--- config.mk ---
export PLATFORM = sky130hd
export DESIGN_NAME = rsb_ctrl
export DESIGN_NICKNAME = d
export VERILOG_FILES = /design/src/hw/rtl/rsb_pkg.sv /design/src/hw/rtl/rsb_ctrl.sv
export SDC_FILE = /design/constraint.sdc
export NUM_CORES = 1
export LEC_CHECK = 0
export ABC_CLOCK_PERIOD_IN_PS = 1200
export BUFFER_PORTS_ARGS = -buffer_cell sky130_fd_sc_hd__buf_2
export CORE_AREA = 5 5 42 44
export DETAILED_ROUTE_END_ITERATION = 6
export DIE_AREA = 0 0 47 49
export GPL_TIMING_DRIVEN = 0
export PLACE_DENSITY = 0.58
export SETUP_SLACK_MARGIN = 0.3
export SLEW_MARGIN = 20
export SYNTH_ARGS = -nofsm -noshare
export SYNTH_HDL_FRONTEND = slang
export SYNTH_SLANG_ARGS = --single-unit
export TNS_END_PERCENT = 5
--- constraint.sdc ---
create_clock -name clk -period 1.2 [get_ports clk]
set_input_delay 0.24 -clock clk [delete_from_list [all_inputs] [get_ports clk]]
set_output_delay 0.24 -clock clk [all_outputs]
set_load 0.02 [all_outputs]
--- src/hw/rtl/rsb_pkg.sv ---
package rsb_pkg;

  // Fixed geometry of the binning stores
  localparam int NUM_BINS   = 128;
  localparam int TS_DEPTH   = NUM_BINS + 1;   // tally/space stores carry one end entry
  localparam int TS_AW      = 8;
  localparam int BIN_W      = 7;
  localparam int TALLY_W    = 17;
  localparam int SPACE_W    = 40;
  localparam int POS_W      = 16;
  localparam int MLIS_W     = 16;
  localparam int FUNC_W     = 2;
  localparam int CFG_IDX_W  = 1;
  localparam int CFG_DATA_W = 17;

  // Defaults for the top-level parameters
  localparam int MAX_ROWS_DEF    = 65536;
  localparam int COUNT_WIDTH_DEF = 24;

  // Request codes
  localparam logic [FUNC_W-1:0] FUNC_COUNT = 2'd0;
  localparam logic [FUNC_W-1:0] FUNC_PLACE = 2'd1;
  localparam logic [FUNC_W-1:0] FUNC_READ  = 2'd2;

  // Configuration register indexes
  localparam logic [CFG_IDX_W-1:0] REG_NUM_ROWS = 1'b0;
  localparam logic [CFG_IDX_W-1:0] REG_MLIS     = 1'b1;

  // Bin mapping limits and bin numbers
  localparam logic [31:0] LIM_DIRECT = 32'd121;
  localparam logic [31:0] LIM_B122   = 32'd128;
  localparam logic [31:0] LIM_B123   = 32'd256;
  localparam logic [31:0] LIM_B124   = 32'd512;
  localparam logic [BIN_W-1:0] BIN_122   = 7'd122;
  localparam logic [BIN_W-1:0] BIN_123   = 7'd123;
  localparam logic [BIN_W-1:0] BIN_124   = 7'd124;
  localparam logic [BIN_W-1:0] BIN_MERGE = 7'd127;

  // Last entry of the tally/space stores
  localparam logic [TS_AW-1:0] TS_LAST = 8'(NUM_BINS);

  // Commands from controller to datapath
  typedef struct packed {
    logic in_load;
    logic exec_cnt;
    logic exec_plc;
    logic exec_rd;
    logic exec_rd2;
    logic scan_first;
    logic scan_step;
    logic out_load;
    logic err;
  } cmd_t;

  // Status from datapath to controller
  typedef struct packed {
    logic [FUNC_W-1:0] func;
    logic              phase;
    logic              last;
    logic              scan_done;
    logic              out_busy;
  } sts_t;

  // Row count to bin number
  function automatic logic [BIN_W-1:0] pick_bin(input logic [31:0] c);
    logic [BIN_W-1:0] b;
    if (c <= LIM_DIRECT) b = c[BIN_W-1:0];
    else if (c <= LIM_B122) b = BIN_122;
    else if (c <= LIM_B123) b = BIN_123;
    else if (c <= LIM_B124) b = BIN_124;
    else b = BIN_MERGE;
    return b;
  endfunction

endpackage

--- src/hw/rtl/rsb_ctrl.sv ---
module rsb_ctrl (
  input  logic          clk,
  input  logic          rst_n,
  input  logic          in_valid,
  output logic          in_ready,
  input  rsb_pkg::sts_t sts,
  output rsb_pkg::cmd_t cmd
);

  localparam logic [2:0] S_IDLE  = 3'd0;
  localparam logic [2:0] S_DEC   = 3'd1;
  localparam logic [2:0] S_EXEC  = 3'd2;
  localparam logic [2:0] S_RD2   = 3'd3;
  localparam logic [2:0] S_SCAN0 = 3'd4;
  localparam logic [2:0] S_SCAN  = 3'd5;
  localparam logic [2:0] S_OUT   = 3'd6;

  logic [2:0] state_r, state_nxt;
  logic       err_r, err_nxt;
  logic       legal;

  // request is valid only in its own phase
  assign legal = ((sts.func == rsb_pkg::FUNC_COUNT) && !sts.phase) ||
                 ((sts.func == rsb_pkg::FUNC_PLACE) &&  sts.phase) ||
                 ((sts.func == rsb_pkg::FUNC_READ)  &&  sts.phase);

  assign in_ready = (state_r == S_IDLE);

  // next state and commands
  always_comb begin
    state_nxt = state_r;
    err_nxt   = err_r;
    cmd       = '0;
    cmd.err   = err_r;
    unique case (state_r)
      S_IDLE: begin
        if (in_valid) begin
          cmd.in_load = 1'b1;
          state_nxt   = S_DEC;
        end
      end
      S_DEC: begin
        err_nxt   = !legal;
        state_nxt = legal ? S_EXEC : S_OUT;
      end
      S_EXEC: begin
        case (sts.func)
          rsb_pkg::FUNC_COUNT: begin
            cmd.exec_cnt = 1'b1;
            state_nxt    = sts.last ? S_SCAN0 : S_OUT;
          end
          rsb_pkg::FUNC_PLACE: begin
            cmd.exec_plc = 1'b1;
            state_nxt    = S_OUT;
          end
          rsb_pkg::FUNC_READ: begin
            cmd.exec_rd = 1'b1;
            state_nxt   = S_RD2;
          end
          default: state_nxt = S_OUT;
        endcase
      end
      S_RD2: begin
        cmd.exec_rd2 = 1'b1;
        state_nxt    = S_OUT;
      end
      S_SCAN0: begin
        cmd.scan_first = 1'b1;
        state_nxt      = S_SCAN;
      end
      S_SCAN: begin
        cmd.scan_step = 1'b1;
        if (sts.scan_done) begin
          state_nxt = S_OUT;
        end
      end
      S_OUT: begin
        if (!sts.out_busy) begin
          cmd.out_load = 1'b1;
          state_nxt    = S_IDLE;
        end
      end
      default: state_nxt = S_IDLE;
    endcase
  end

  always_ff @(posedge clk) begin
    if (!rst_n) begin
      state_r <= S_IDLE;
      err_r   <= 1'b0;
    end else begin
      state_r <= state_nxt;
      err_r   <= err_nxt;
    end
  end

endmodule

==> Word level (Yosys, flattened, before mapping) <==
Cells that the tools add are included.
{ "totals": {"register_bits": 4, "latchBits": 0, "ram_bits": 0, "mem_bits_ro": 0, "input_bits": 9, "output_inout_bits": 10, "elab_cells": 41, "mem_count": 0} }
{ "op_classes": {"add_sub_neg": 0, "mul": 0, "div": 0, "magnitude_cmp": 0, "n_eq_ne": 11, "shifts": 0, "mux": 18, "bitwise_logic": 0, "reduce_logical": 10} }
{ "ops": {"columns": ["op", "count"], "rows": [
  ["$pmux 3 s7", 1],
  ["$mux 3", 5],
  ["$mux 1", 10],
  ["$eq 3x3->1 const B", 3],
  ["$eq 3x2->1 const B", 2],
  ["$ne 2x2->1 const B", 3],
  ["$pmux 3 s2", 1],
  ["$eq 3x1->1 const B", 1],
  ["$logic_and 1x1->1", 3],
  ["$logic_not 3->1", 1],
  ["$reduce_and 3->1", 1],
  ["$eq 2x1->1 const B", 1],
  ["$eq 2x2->1 const B", 1],
  ["$logic_not 1->1", 2],
  ["$logic_not 2->1", 1],
  ["$logic_or 1x1->1", 2],
  ["$mux 2", 1]
]} }

==> Logic depth before layout (Yosys ltp) <==
Gate-level depths: netlist of run 1.
{ "logic_depth": {"ltp_word": 6, "depth_mapped": 5, "ltp_nobuf": 4} }

==> Least setup slack after synthesis of run 1 <==
Ideal clock, no wire load.
{ "synth_timing": {"path_type": "register to output", "from": "register state_r[0]", "to": "output cmd[8] (netlist name)", "t_arrival_ns": 1.384, "required_time_ns": 0.960, "path_slack_ns": -0.424, "stages_incl_launch_ff": 4, "n_path_buf": 1, "cell_sequence": "dfxtp_1 > clkbuf_1 > nor3_1 > and2_1"} }
{ "synth_rtl": {"columns": ["element", "line_no", "source"], "rows": [
  ["start: declaration", "rsb_ctrl.sv:18", "logic [2:0] state_r, state_nxt;"],
  ["start signal: assignment", "rsb_ctrl.sv:92", "state_r <= state_nxt;"],
  ["end: declaration", "rsb_ctrl.sv:7", "output rsb_pkg::cmd_t cmd"]
]} }

==> results of run 1 <==
==> metrics by stage <==
step	instances	utilization [%]	hold WS, ps
after floorplan	48	-	357.5
after global placement	82	37.23	511.2
after detailed placement	82	37.23	509.1
after CTS	90	44.29	260.7
after global routing	90	44.29	270.8
final	90	44.29	255.2
==> per-layer routing <==
layer  track usage [%]  routed length [um]  vias to the layer above
met2             18.33                 624                        8
met5                 0                   0                        -
met4                 0                   0                        0
li1                  -                   -                      231
met3             4.428                  28                        0
met1             13.44                 482                      216
==> synthesized netlist by cell type <==
| master | count |
|---|---|
| inv_1 | 3 |
| inv_2 | 1 |
| buf_4 | 1 |
| nor3_1 | 6 |
| nor2_1 | 2 |
| nand3_1 | 1 |
| nor4_1 | 1 |
| nand3b_1 | 1 |
| mux2i_1 | 2 |
| buf_2 | 1 |
| o211a_1 | 1 |
| nand2_1 | 2 |
| o21ai_0 | 2 |
| nor2b_1 | 2 |
| and2_1 | 2 |
| or3_4 | 1 |
| clkbuf_1 | 2 |
| o32ai_1 | 1 |
| and3_1 | 2 |
| o22ai_1 | 1 |
| o21a_1 | 1 |
| xor2_1 | 1 |
| nor3b_2 | 1 |
| or4_1 | 1 |
| a31oi_1 | 2 |
| o2111ai_1 | 2 |
| o2bb2ai_1 | 1 |
| dfxtp_1 | 4 |
==> path summary, 6_finish.rpt <==
check,from,endpoint,slack (ps)
worst max register to register,state_r[1]$_SDFFE_PN0P_,state_r[0]$_SDFFE_PN0P_,-90
worst min-delay path,rst_n,state_r[0]$_SDFFE_PN0P_,260
worst max-delay path,state_r[1]$_SDFFE_PN0P_,cmd[5],-440
worst min register to register,err_r$_SDFFE_PN0P_,err_r$_SDFFE_PN0P_,530
==> sequential cells by signal, summed over array words and instances (netlist names) <==
signal,cells
state_r,3
err_r,1
==> power breakdown <==
group	total (mW)	switching, mW	internal, mW
Sequential	0.169	0.0180	0.151
Combinational	0.314	0.171	0.143
Clock	0.175	0.0625	0.112
Total	0.658	0.252	0.406
==> worst max-delay path: stages, from the launching register on <==
cell and delay (ps):
dfxtp_4 370, inv_6 30, or3_4 410, nor3b_4 210, buf_6 140
==> final cells by class <==
cell class / count / area share, %
inverters: 4 / 3.226
clock buffers: 3 / 3.629
repair buffers: 23 / 24.40
multi-input cells: 36 / 47.18
flip-flops and latches: 4 / 13.71
plain buffers: 4 / 4.637
well taps: 16 / 3.226
==> repair_timing <==
item	CTS	global route
gates resized for setup	14	1
buffers inserted	5	0
hold endpoints to repair	0	0
pin swaps	4	3
setup endpoints to repair	14	14
==> cell families (layout without fill, tap and decap cells) <==
family	count (synthesis)	count (layout)	share of synthesized area, %
buffers and inverters	8	34	9.789
flip-flops	4	4	22.38
AO/OA/AOI/OAI	11	11	22.73
AND/OR/NAND/NOR	22	22	37.06
XOR/XNOR	1	1	2.448
multiplexers	2	2	5.595
==> run_summary.xml, run 1 <==
<?xml version="1.0" encoding="UTF-8"?>
<metrics>
  <group name="run_status">
    <metric name="result_of_the_run" unit="">finished with violations</metric>
    <metric name="violations" unit="">setup timing</metric>
  </group>
  <group name="cells_and_area">
    <metric name="syn_to_final_growth" unit="%">73.43</metric>
    <metric name="total_area_of_sequential_cells" unit="sq um">85.08</metric>
    <metric name="share_of_final_layout_standard_cells_stronger_than_drive_strength_1" unit="%">55.41</metric>
    <metric name="number_of_antenna_diodes" unit="">0</metric>
    <metric name="most_used_cells_in_the_layout_excluding_fill_and_tap_cells" unit="">buf_2, buf_4, clkbuf_4, buf_6</metric>
    <metric name="total_area_of_multi_input_combinational_cells" unit="sq um">292.8</metric>
    <metric name="layout.cells.most_common" unit="">buf_2</metric>
    <metric name="finalNetCount" unit="">85</metric>
    <metric name="nFillCells" unit="">151</metric>
    <metric name="final_cell_area" unit="sq um">620.6</metric>
  </group>
  <group name="global_route">
    <metric name="first_global_vias" unit="">456</metric>
    <metric name="antenna_found_initial" unit="">0</metric>
    <metric name="globalRouteTotalUtil" unit="%">10.85</metric>
    <metric name="grt_start_max_net_pins" unit="">11</metric>
    <metric name="globalRoute.totalOverflow" unit="">0</metric>
    <metric name="grt_first_pass_wirelength" unit="um">1911</metric>
  </group>
  <group name="routing">
    <metric name="detailedRoute.firstIterationViolations" unit="">7</metric>
    <metric name="detail_route.wl_per_cell" unit="um">12.61</metric>
    <metric name="detailroute.via_count" unit="">455</metric>
    <metric name="route.detailed.vias_per_inst" unit="">5.056</metric>
    <metric name="pre_repair_dr_iteration_count" unit="">3</metric>
    <metric name="route.antenna.remaining_nets" unit="">0</metric>
    <metric name="finalWirelength" unit="um">1135</metric>
    <metric name="drc_errors" unit="">0</metric>
  </group>
  <group name="setup_path">
    <metric name="path_class" unit="">flip-flop to output port</metric>
    <metric name="timing.critical_path.from_type" unit="">flip-flop</metric>
    <metric name="worst_setup_path_end_kind" unit="">output port</metric>
    <metric name="crit_path_max_fanout" unit="">3</metric>
    <metric name="crit_arrival" unit="ps">1400</metric>
    <metric name="timing.reg2reg.worst_path_depth" unit="">5</metric>
    <metric name="crit_required" unit="ps">960</metric>
  </group>
  <group name="pwr">
    <metric name="power_leakage" unit="nW">0.2926</metric>
    <metric name="vdd_ir_drop_max" unit="V">0.0007152</metric>
    <metric name="total_power_density_per_cell_area" unit="mW/mm^2">1060</metric>
    <metric name="total_power" unit="mW">0.6577</metric>
  </group>
  <group name="yosys">
    <metric name="synth-seq-area-share" unit="%">22.38</metric>
    <metric name="syn-num-nets" unit="">57</metric>
    <metric name="synthDistinctLibCells" unit="">28</metric>
    <metric name="synth_top_cells_by_area" unit="">dfxtp_1, nor3_1, mux2i_1, o2111ai_1, a31oi_1</metric>
    <metric name="synth.top_cell.area_share" unit="%">22.38</metric>
    <metric name="yosysTopAreaCell" unit="">dfxtp_1</metric>
    <metric name="avgSynthCellArea" unit="sq um">7.455</metric>
    <metric name="synth_area" unit="sq um">357.8</metric>
    <metric name="yosysWarnings" unit="">0</metric>
    <metric name="synth_seq_cells" unit="">4</metric>
    <metric name="netlist_instances" unit="">48</metric>
  </group>
  <group name="worst_hold_path">
    <metric name="hp-class" unit="">input pin to flip-flop</metric>
    <metric name="worstHoldPathCells" unit="">2</metric>
  </group>
  <group name="timing">
    <metric name="slack_of_the_critical_path" unit="ps">-435.8</metric>
    <metric name="part_of_the_cycle_the_worst_path_needs" unit="%">136.3</metric>
    <metric name="max_freq" unit="MHz">611.3</metric>
    <metric name="worst-slew-pin-transition" unit="ps">199.1</metric>
    <metric name="grt_setup_unrepaired" unit="">yes</metric>
    <metric name="final.setup.tns" unit="ps">-2953</metric>
    <metric name="timing_max_transition_violations_final" unit="">0</metric>
    <metric name="fin_worst_skew" unit="ps">10.82</metric>
    <metric name="setup_viol" unit="">12</metric>
    <metric name="timing.slew.headroom" unit="%">86.35</metric>
    <metric name="timing_hold_violations_final" unit="">0</metric>
    <metric name="period_minus_slack" unit="ps">1636</metric>
  </group>
  <group name="job">
    <metric name="max-cap-violations" unit="">0</metric>
  </group>
  <group name="cts">
    <metric name="cts_root_buf" unit="">clkbuf_4</metric>
    <metric name="cts_hold_buffers_added" unit="">0</metric>
    <metric name="clk_pin_slew" unit="ps">40</metric>
    <metric name="clock_tree.htree_level_count" unit="">1</metric>
    <metric name="clock_insertion_delay_worst_skew" unit="ps">240</metric>
    <metric name="cts_buffers" unit="">3</metric>
    <metric name="cts_tree" unit="">done</metric>
    <metric name="clock_path_buffers" unit="">2</metric>
    <metric name="clock-sinks" unit="">4</metric>
  </group>
  <group name="placed_design">
    <metric name="buffer_ports.inserted" unit="">18</metric>
    <metric name="post-dp-hpwl" unit="um">781.6</metric>
    <metric name="gp_congestion" unit="">0.7631</metric>
    <metric name="place_ws" unit="ps">-211.9</metric>
    <metric name="detailed_place.area" unit="sq um">521.8</metric>
  </group>
  <group name="floorplan">
    <metric name="floorplan.io_pins" unit="">19</metric>
    <metric name="initial_utilization" unit="%">25.54</metric>
    <metric name="row_count" unit="">14</metric>
    <metric name="die_width" unit="um">47</metric>
    <metric name="design.core.area" unit="sq mm">0.001401</metric>
    <metric name="floorplan.die_area" unit="sq mm">0.002303</metric>
    <metric name="die_y" unit="um">49</metric>
  </group>
</metrics>
No activity file was read; power rests on OpenSTA's default activity.
==> run 2, diff against run 1 <==
--- a/config.mk
+++ b/config.mk
@@ -7,10 +7,11 @@
 export LEC_CHECK = 0
 export ABC_CLOCK_PERIOD_IN_PS = 1200
 export BUFFER_PORTS_ARGS = -buffer_cell sky130_fd_sc_hd__buf_2
-export CORE_AREA = 5 5 42 44
+export CORE_AREA = 2 2 39 41
 export DETAILED_ROUTE_END_ITERATION = 6
-export DIE_AREA = 0 0 47 49
+export DIE_AREA = 0 0 41 43
 export GPL_TIMING_DRIVEN = 0
+export MAX_ROUTING_LAYER = met4
 export PLACE_DENSITY = 0.58
 export SETUP_SLACK_MARGIN = 0.3
 export SLEW_MARGIN = 20
==> run 2 against run 1 <==
The flow still finishes with violations (setup timing); sequential share of layout area shrank 0.92 points; total power grew 2.4%; critical path depth is the same; die area shrank 23%; core utilization grew 2.4 points; worst setup slack gained 17 ps; first-iteration DRC count grew 14%; clock power shrank 6%; global-route usage grew 3.5 points; critical path type unchanged; critical endpoint unchanged; highest routed layer unchanged.
==> run_summary.xml, run 2 (synthesis results as in run 1) <==
<?xml version="1.0" encoding="UTF-8"?>
<metrics>
  <group name="timing">
    <metric name="part_of_the_cycle_the_worst_path_needs" unit="%">134.9</metric>
    <metric name="fin_worst_skew" unit="ps">0.1925</metric>
    <metric name="slack_of_the_critical_path" unit="ps">-419.1</metric>
    <metric name="worst-slew-pin-transition" unit="ps">222.6</metric>
    <metric name="period_minus_slack" unit="ps">1619</metric>
    <metric name="setup_viol" unit="">11</metric>
    <metric name="timing.slew.headroom" unit="%">84.74</metric>
    <metric name="max_freq" unit="MHz">617.6</metric>
    <metric name="timing_hold_violations_final" unit="">0</metric>
    <metric name="timing_max_transition_violations_final" unit="">0</metric>
    <metric name="worst_hold_check_slack" unit="ps">296.3</metric>
    <metric name="grt_setup_unrepaired" unit="">yes</metric>
  </group>
  <group name="job">
    <metric name="max-cap-violations" unit="">0</metric>
  </group>
  <group name="pwr">
    <metric name="power.share.clock" unit="%">24.3</metric>
    <metric name="total_power_density_per_cell_area" unit="mW/mm^2">1044</metric>
    <metric name="power.share.combinational" unit="%">50.7</metric>
    <metric name="seq_power_share" unit="%">25.0</metric>
    <metric name="p_sw" unit="mW">0.2428</metric>
    <metric name="power_leakage" unit="nW">0.2971</metric>
    <metric name="vdd_ir_drop_max" unit="V">0.0005044</metric>
    <metric name="swShare" unit="%">36.04</metric>
    <metric name="cellInternalPower" unit="mW">0.4310</metric>
  </group>
  <group name="cells_and_area">
    <metric name="registers.top_by_ff_count" unit="">state_r</metric>
    <metric name="share_of_final_layout_standard_cells_stronger_than_drive_strength_1" unit="%">58.90</metric>
    <metric name="final_util" unit="%">46.65</metric>
    <metric name="number_of_antenna_diodes" unit="">0</metric>
    <metric name="nFillCells" unit="">146</metric>
    <metric name="largest_registers" unit="">state_r: 3 flops, err_r: 1 flops</metric>
    <metric name="layout.cells.most_common" unit="">buf_2</metric>
    <metric name="finalNetCount" unit="">84</metric>
    <metric name="syn_to_final_growth" unit="%">80.42</metric>
    <metric name="most_used_cells_in_the_layout_excluding_fill_and_tap_cells" unit="">buf_2, buf_4, buf_6</metric>
    <metric name="max_reg_flops" unit="">3</metric>
  </group>
  <group name="routing">
    <metric name="route.antenna.remaining_nets" unit="">0</metric>
    <metric name="detailroute.via_count" unit="">448</metric>
    <metric name="detail_route.wl_per_cell" unit="um">12.28</metric>
    <metric name="finalWirelength" unit="um">1093</metric>
    <metric name="detailedRoute.firstIterationViolations" unit="">8</metric>
    <metric name="pre_repair_dr_iteration_count" unit="">4</metric>
    <metric name="drc_errors" unit="">0</metric>
    <metric name="route.detailed.vias_per_inst" unit="">5.034</metric>
  </group>
  <group name="setup_path">
    <metric name="worst_setup_path_end_kind" unit="">output port</metric>
    <metric name="worstPathCellList" unit="">inv_4, or3_4, nor3b_4, buf_6</metric>
    <metric name="timing.critical_path.slowest_stage_cell" unit="">or3_4</metric>
    <metric name="timing.critical_path.from_type" unit="">flip-flop</metric>
    <metric name="crit_path_max_fanout" unit="">3</metric>
    <metric name="crit_arrival" unit="ps">1380</metric>
    <metric name="crit_required" unit="ps">960</metric>
    <metric name="slowest_delay" unit="ps">410</metric>
    <metric name="path_class" unit="">flip-flop to output port</metric>
  </group>
  <group name="placed_design">
    <metric name="gp_congestion" unit="">0.7808</metric>
    <metric name="post-dp-hpwl" unit="um">756.2</metric>
    <metric name="buffer_ports.inserted" unit="">18</metric>
  </group>
  <group name="cts">
    <metric name="cts_buffers" unit="">3</metric>
    <metric name="clk_pin_slew" unit="ps">40</metric>
    <metric name="cts_tree" unit="">done</metric>
    <metric name="clock_tree.htree_level_count" unit="">1</metric>
    <metric name="cts_root_buf" unit="">clkbuf_4</metric>
    <metric name="clock-sinks" unit="">4</metric>
    <metric name="clock_insertion_delay_worst_skew" unit="ps">230</metric>
    <metric name="clock_path_buffers" unit="">2</metric>
  </group>
  <group name="global_route">
    <metric name="globalRoute.totalOverflow" unit="">0</metric>
    <metric name="antenna_found_initial" unit="">0</metric>
    <metric name="grt_start_max_net_pins" unit="">11</metric>
    <metric name="grt_first_pass_wirelength" unit="um">1669</metric>
    <metric name="first_global_vias" unit="">387</metric>
    <metric name="globalRouteTotalUtil" unit="%">14.37</metric>
  </group>
  <group name="worst_hold_path">
    <metric name="hp-class" unit="">input pin to flip-flop</metric>
  </group>
  <group name="floorplan">
    <metric name="row_count" unit="">14</metric>
    <metric name="floorplan.die_area" unit="sq mm">0.001763</metric>
    <metric name="die_width" unit="um">41</metric>
    <metric name="die_y" unit="um">43</metric>
    <metric name="design.core.area" unit="sq mm">0.001384</metric>
    <metric name="floorplan.io_pins" unit="">19</metric>
    <metric name="initial_utilization" unit="%">25.86</metric>
  </group>
  <group name="run_status">
    <metric name="result_of_the_run" unit="">finished with violations</metric>
    <metric name="violations" unit="">setup timing</metric>
  </group>
</metrics>
## run 2: layout make-up
class / count / area [sq um] / area share, %
Tap cell: 16 / 20.02 / 3.101
Multi-Input combinational cell: 36 / 304.0 / 47.09
Sequential cell: 4 / 82.58 / 12.79
Inverter: 4 / 17.52 / 2.713
Clock buffer: 3 / 22.52 / 3.488
Buffer: 4 / 43.79 / 6.783
Timing Repair Buffer: 22 / 155.1 / 24.03
## run 2: layer usage
| metal | share of wire, % | vias up | track usage (%) |
|---|---|---|---|
| met1 | 42 | 208 | 17.25 |
| met2 | 52 | 12 | 20.94 |
| met5 | 0 | - | - |
| li1 | - | 228 | - |
| met3 | 5.9 | 0 | 3.665 |
| met4 | 0 | 0 | 8.000 |
## run 2: final timing paths
kind                                               from  depth (start not counted)                 endpoint  slack (ps)
worst min-delay path                              rst_n                          2  state_r[0]$_SDFFE_PN0P_         300
worst max register to register  state_r[1]$_SDFFE_PN0P_                          5  state_r[0]$_SDFFE_PN0P_         -90
worst min register to register       err_r$_SDFFE_PN0P_                          2       err_r$_SDFFE_PN0P_         540
worst max-delay path            state_r[1]$_SDFFE_PN0P_                          4                   cmd[5]        -420
## run 2: worst max-delay path: cells and delay by family, from the launching register on
family / cells / cell delay [ps]
DFF: 1 / 350
buffers and inverters: 2 / 180
and+or+nand+nor: 2 / 620
## run 2: power by group through the flow
stage,Combinational [mW],Sequential (mW),Clock [mW]
final,0.342,0.169,0.164
after global routing,0.369,0.172,0.189
after CTS,0.317,0.166,0.176
after detailed placement,0.274,0.166,0
after global placement,0.273,0.167,0
after floorplan,0.202,0.163,0
## run 2: metrics by stage
stage / area, sq um / setup TNS [ps] / instances / setup slack (ps) / total power [mW]
3_3_place_gp: 521.8 / -748.6 / 82 / -206.6 / 0.4401
5_1_grt: 645.6 / -3313 / 89 / -453.9 / 0.7307
2_1_floorplan: 411.6 / -377.7 / 48 / -89.45 / 0.3656
3_5_place_dp: 521.8 / -698.7 / 82 / -215.2 / 0.4404
6_report: 645.6 / -2644 / 89 / -419.1 / 0.6738
4_1_cts: 609.3 / -2991 / 88 / -421.8 / 0.6594
## run 2: timing repair
action / in CTS / in global routing
endpoints found under the setup margin: 14 / 14
gates resized for setup: 15 / 11
buffers inserted: 3 / 1
pin swaps: 5 / 3
hold buffers: 0 / 0
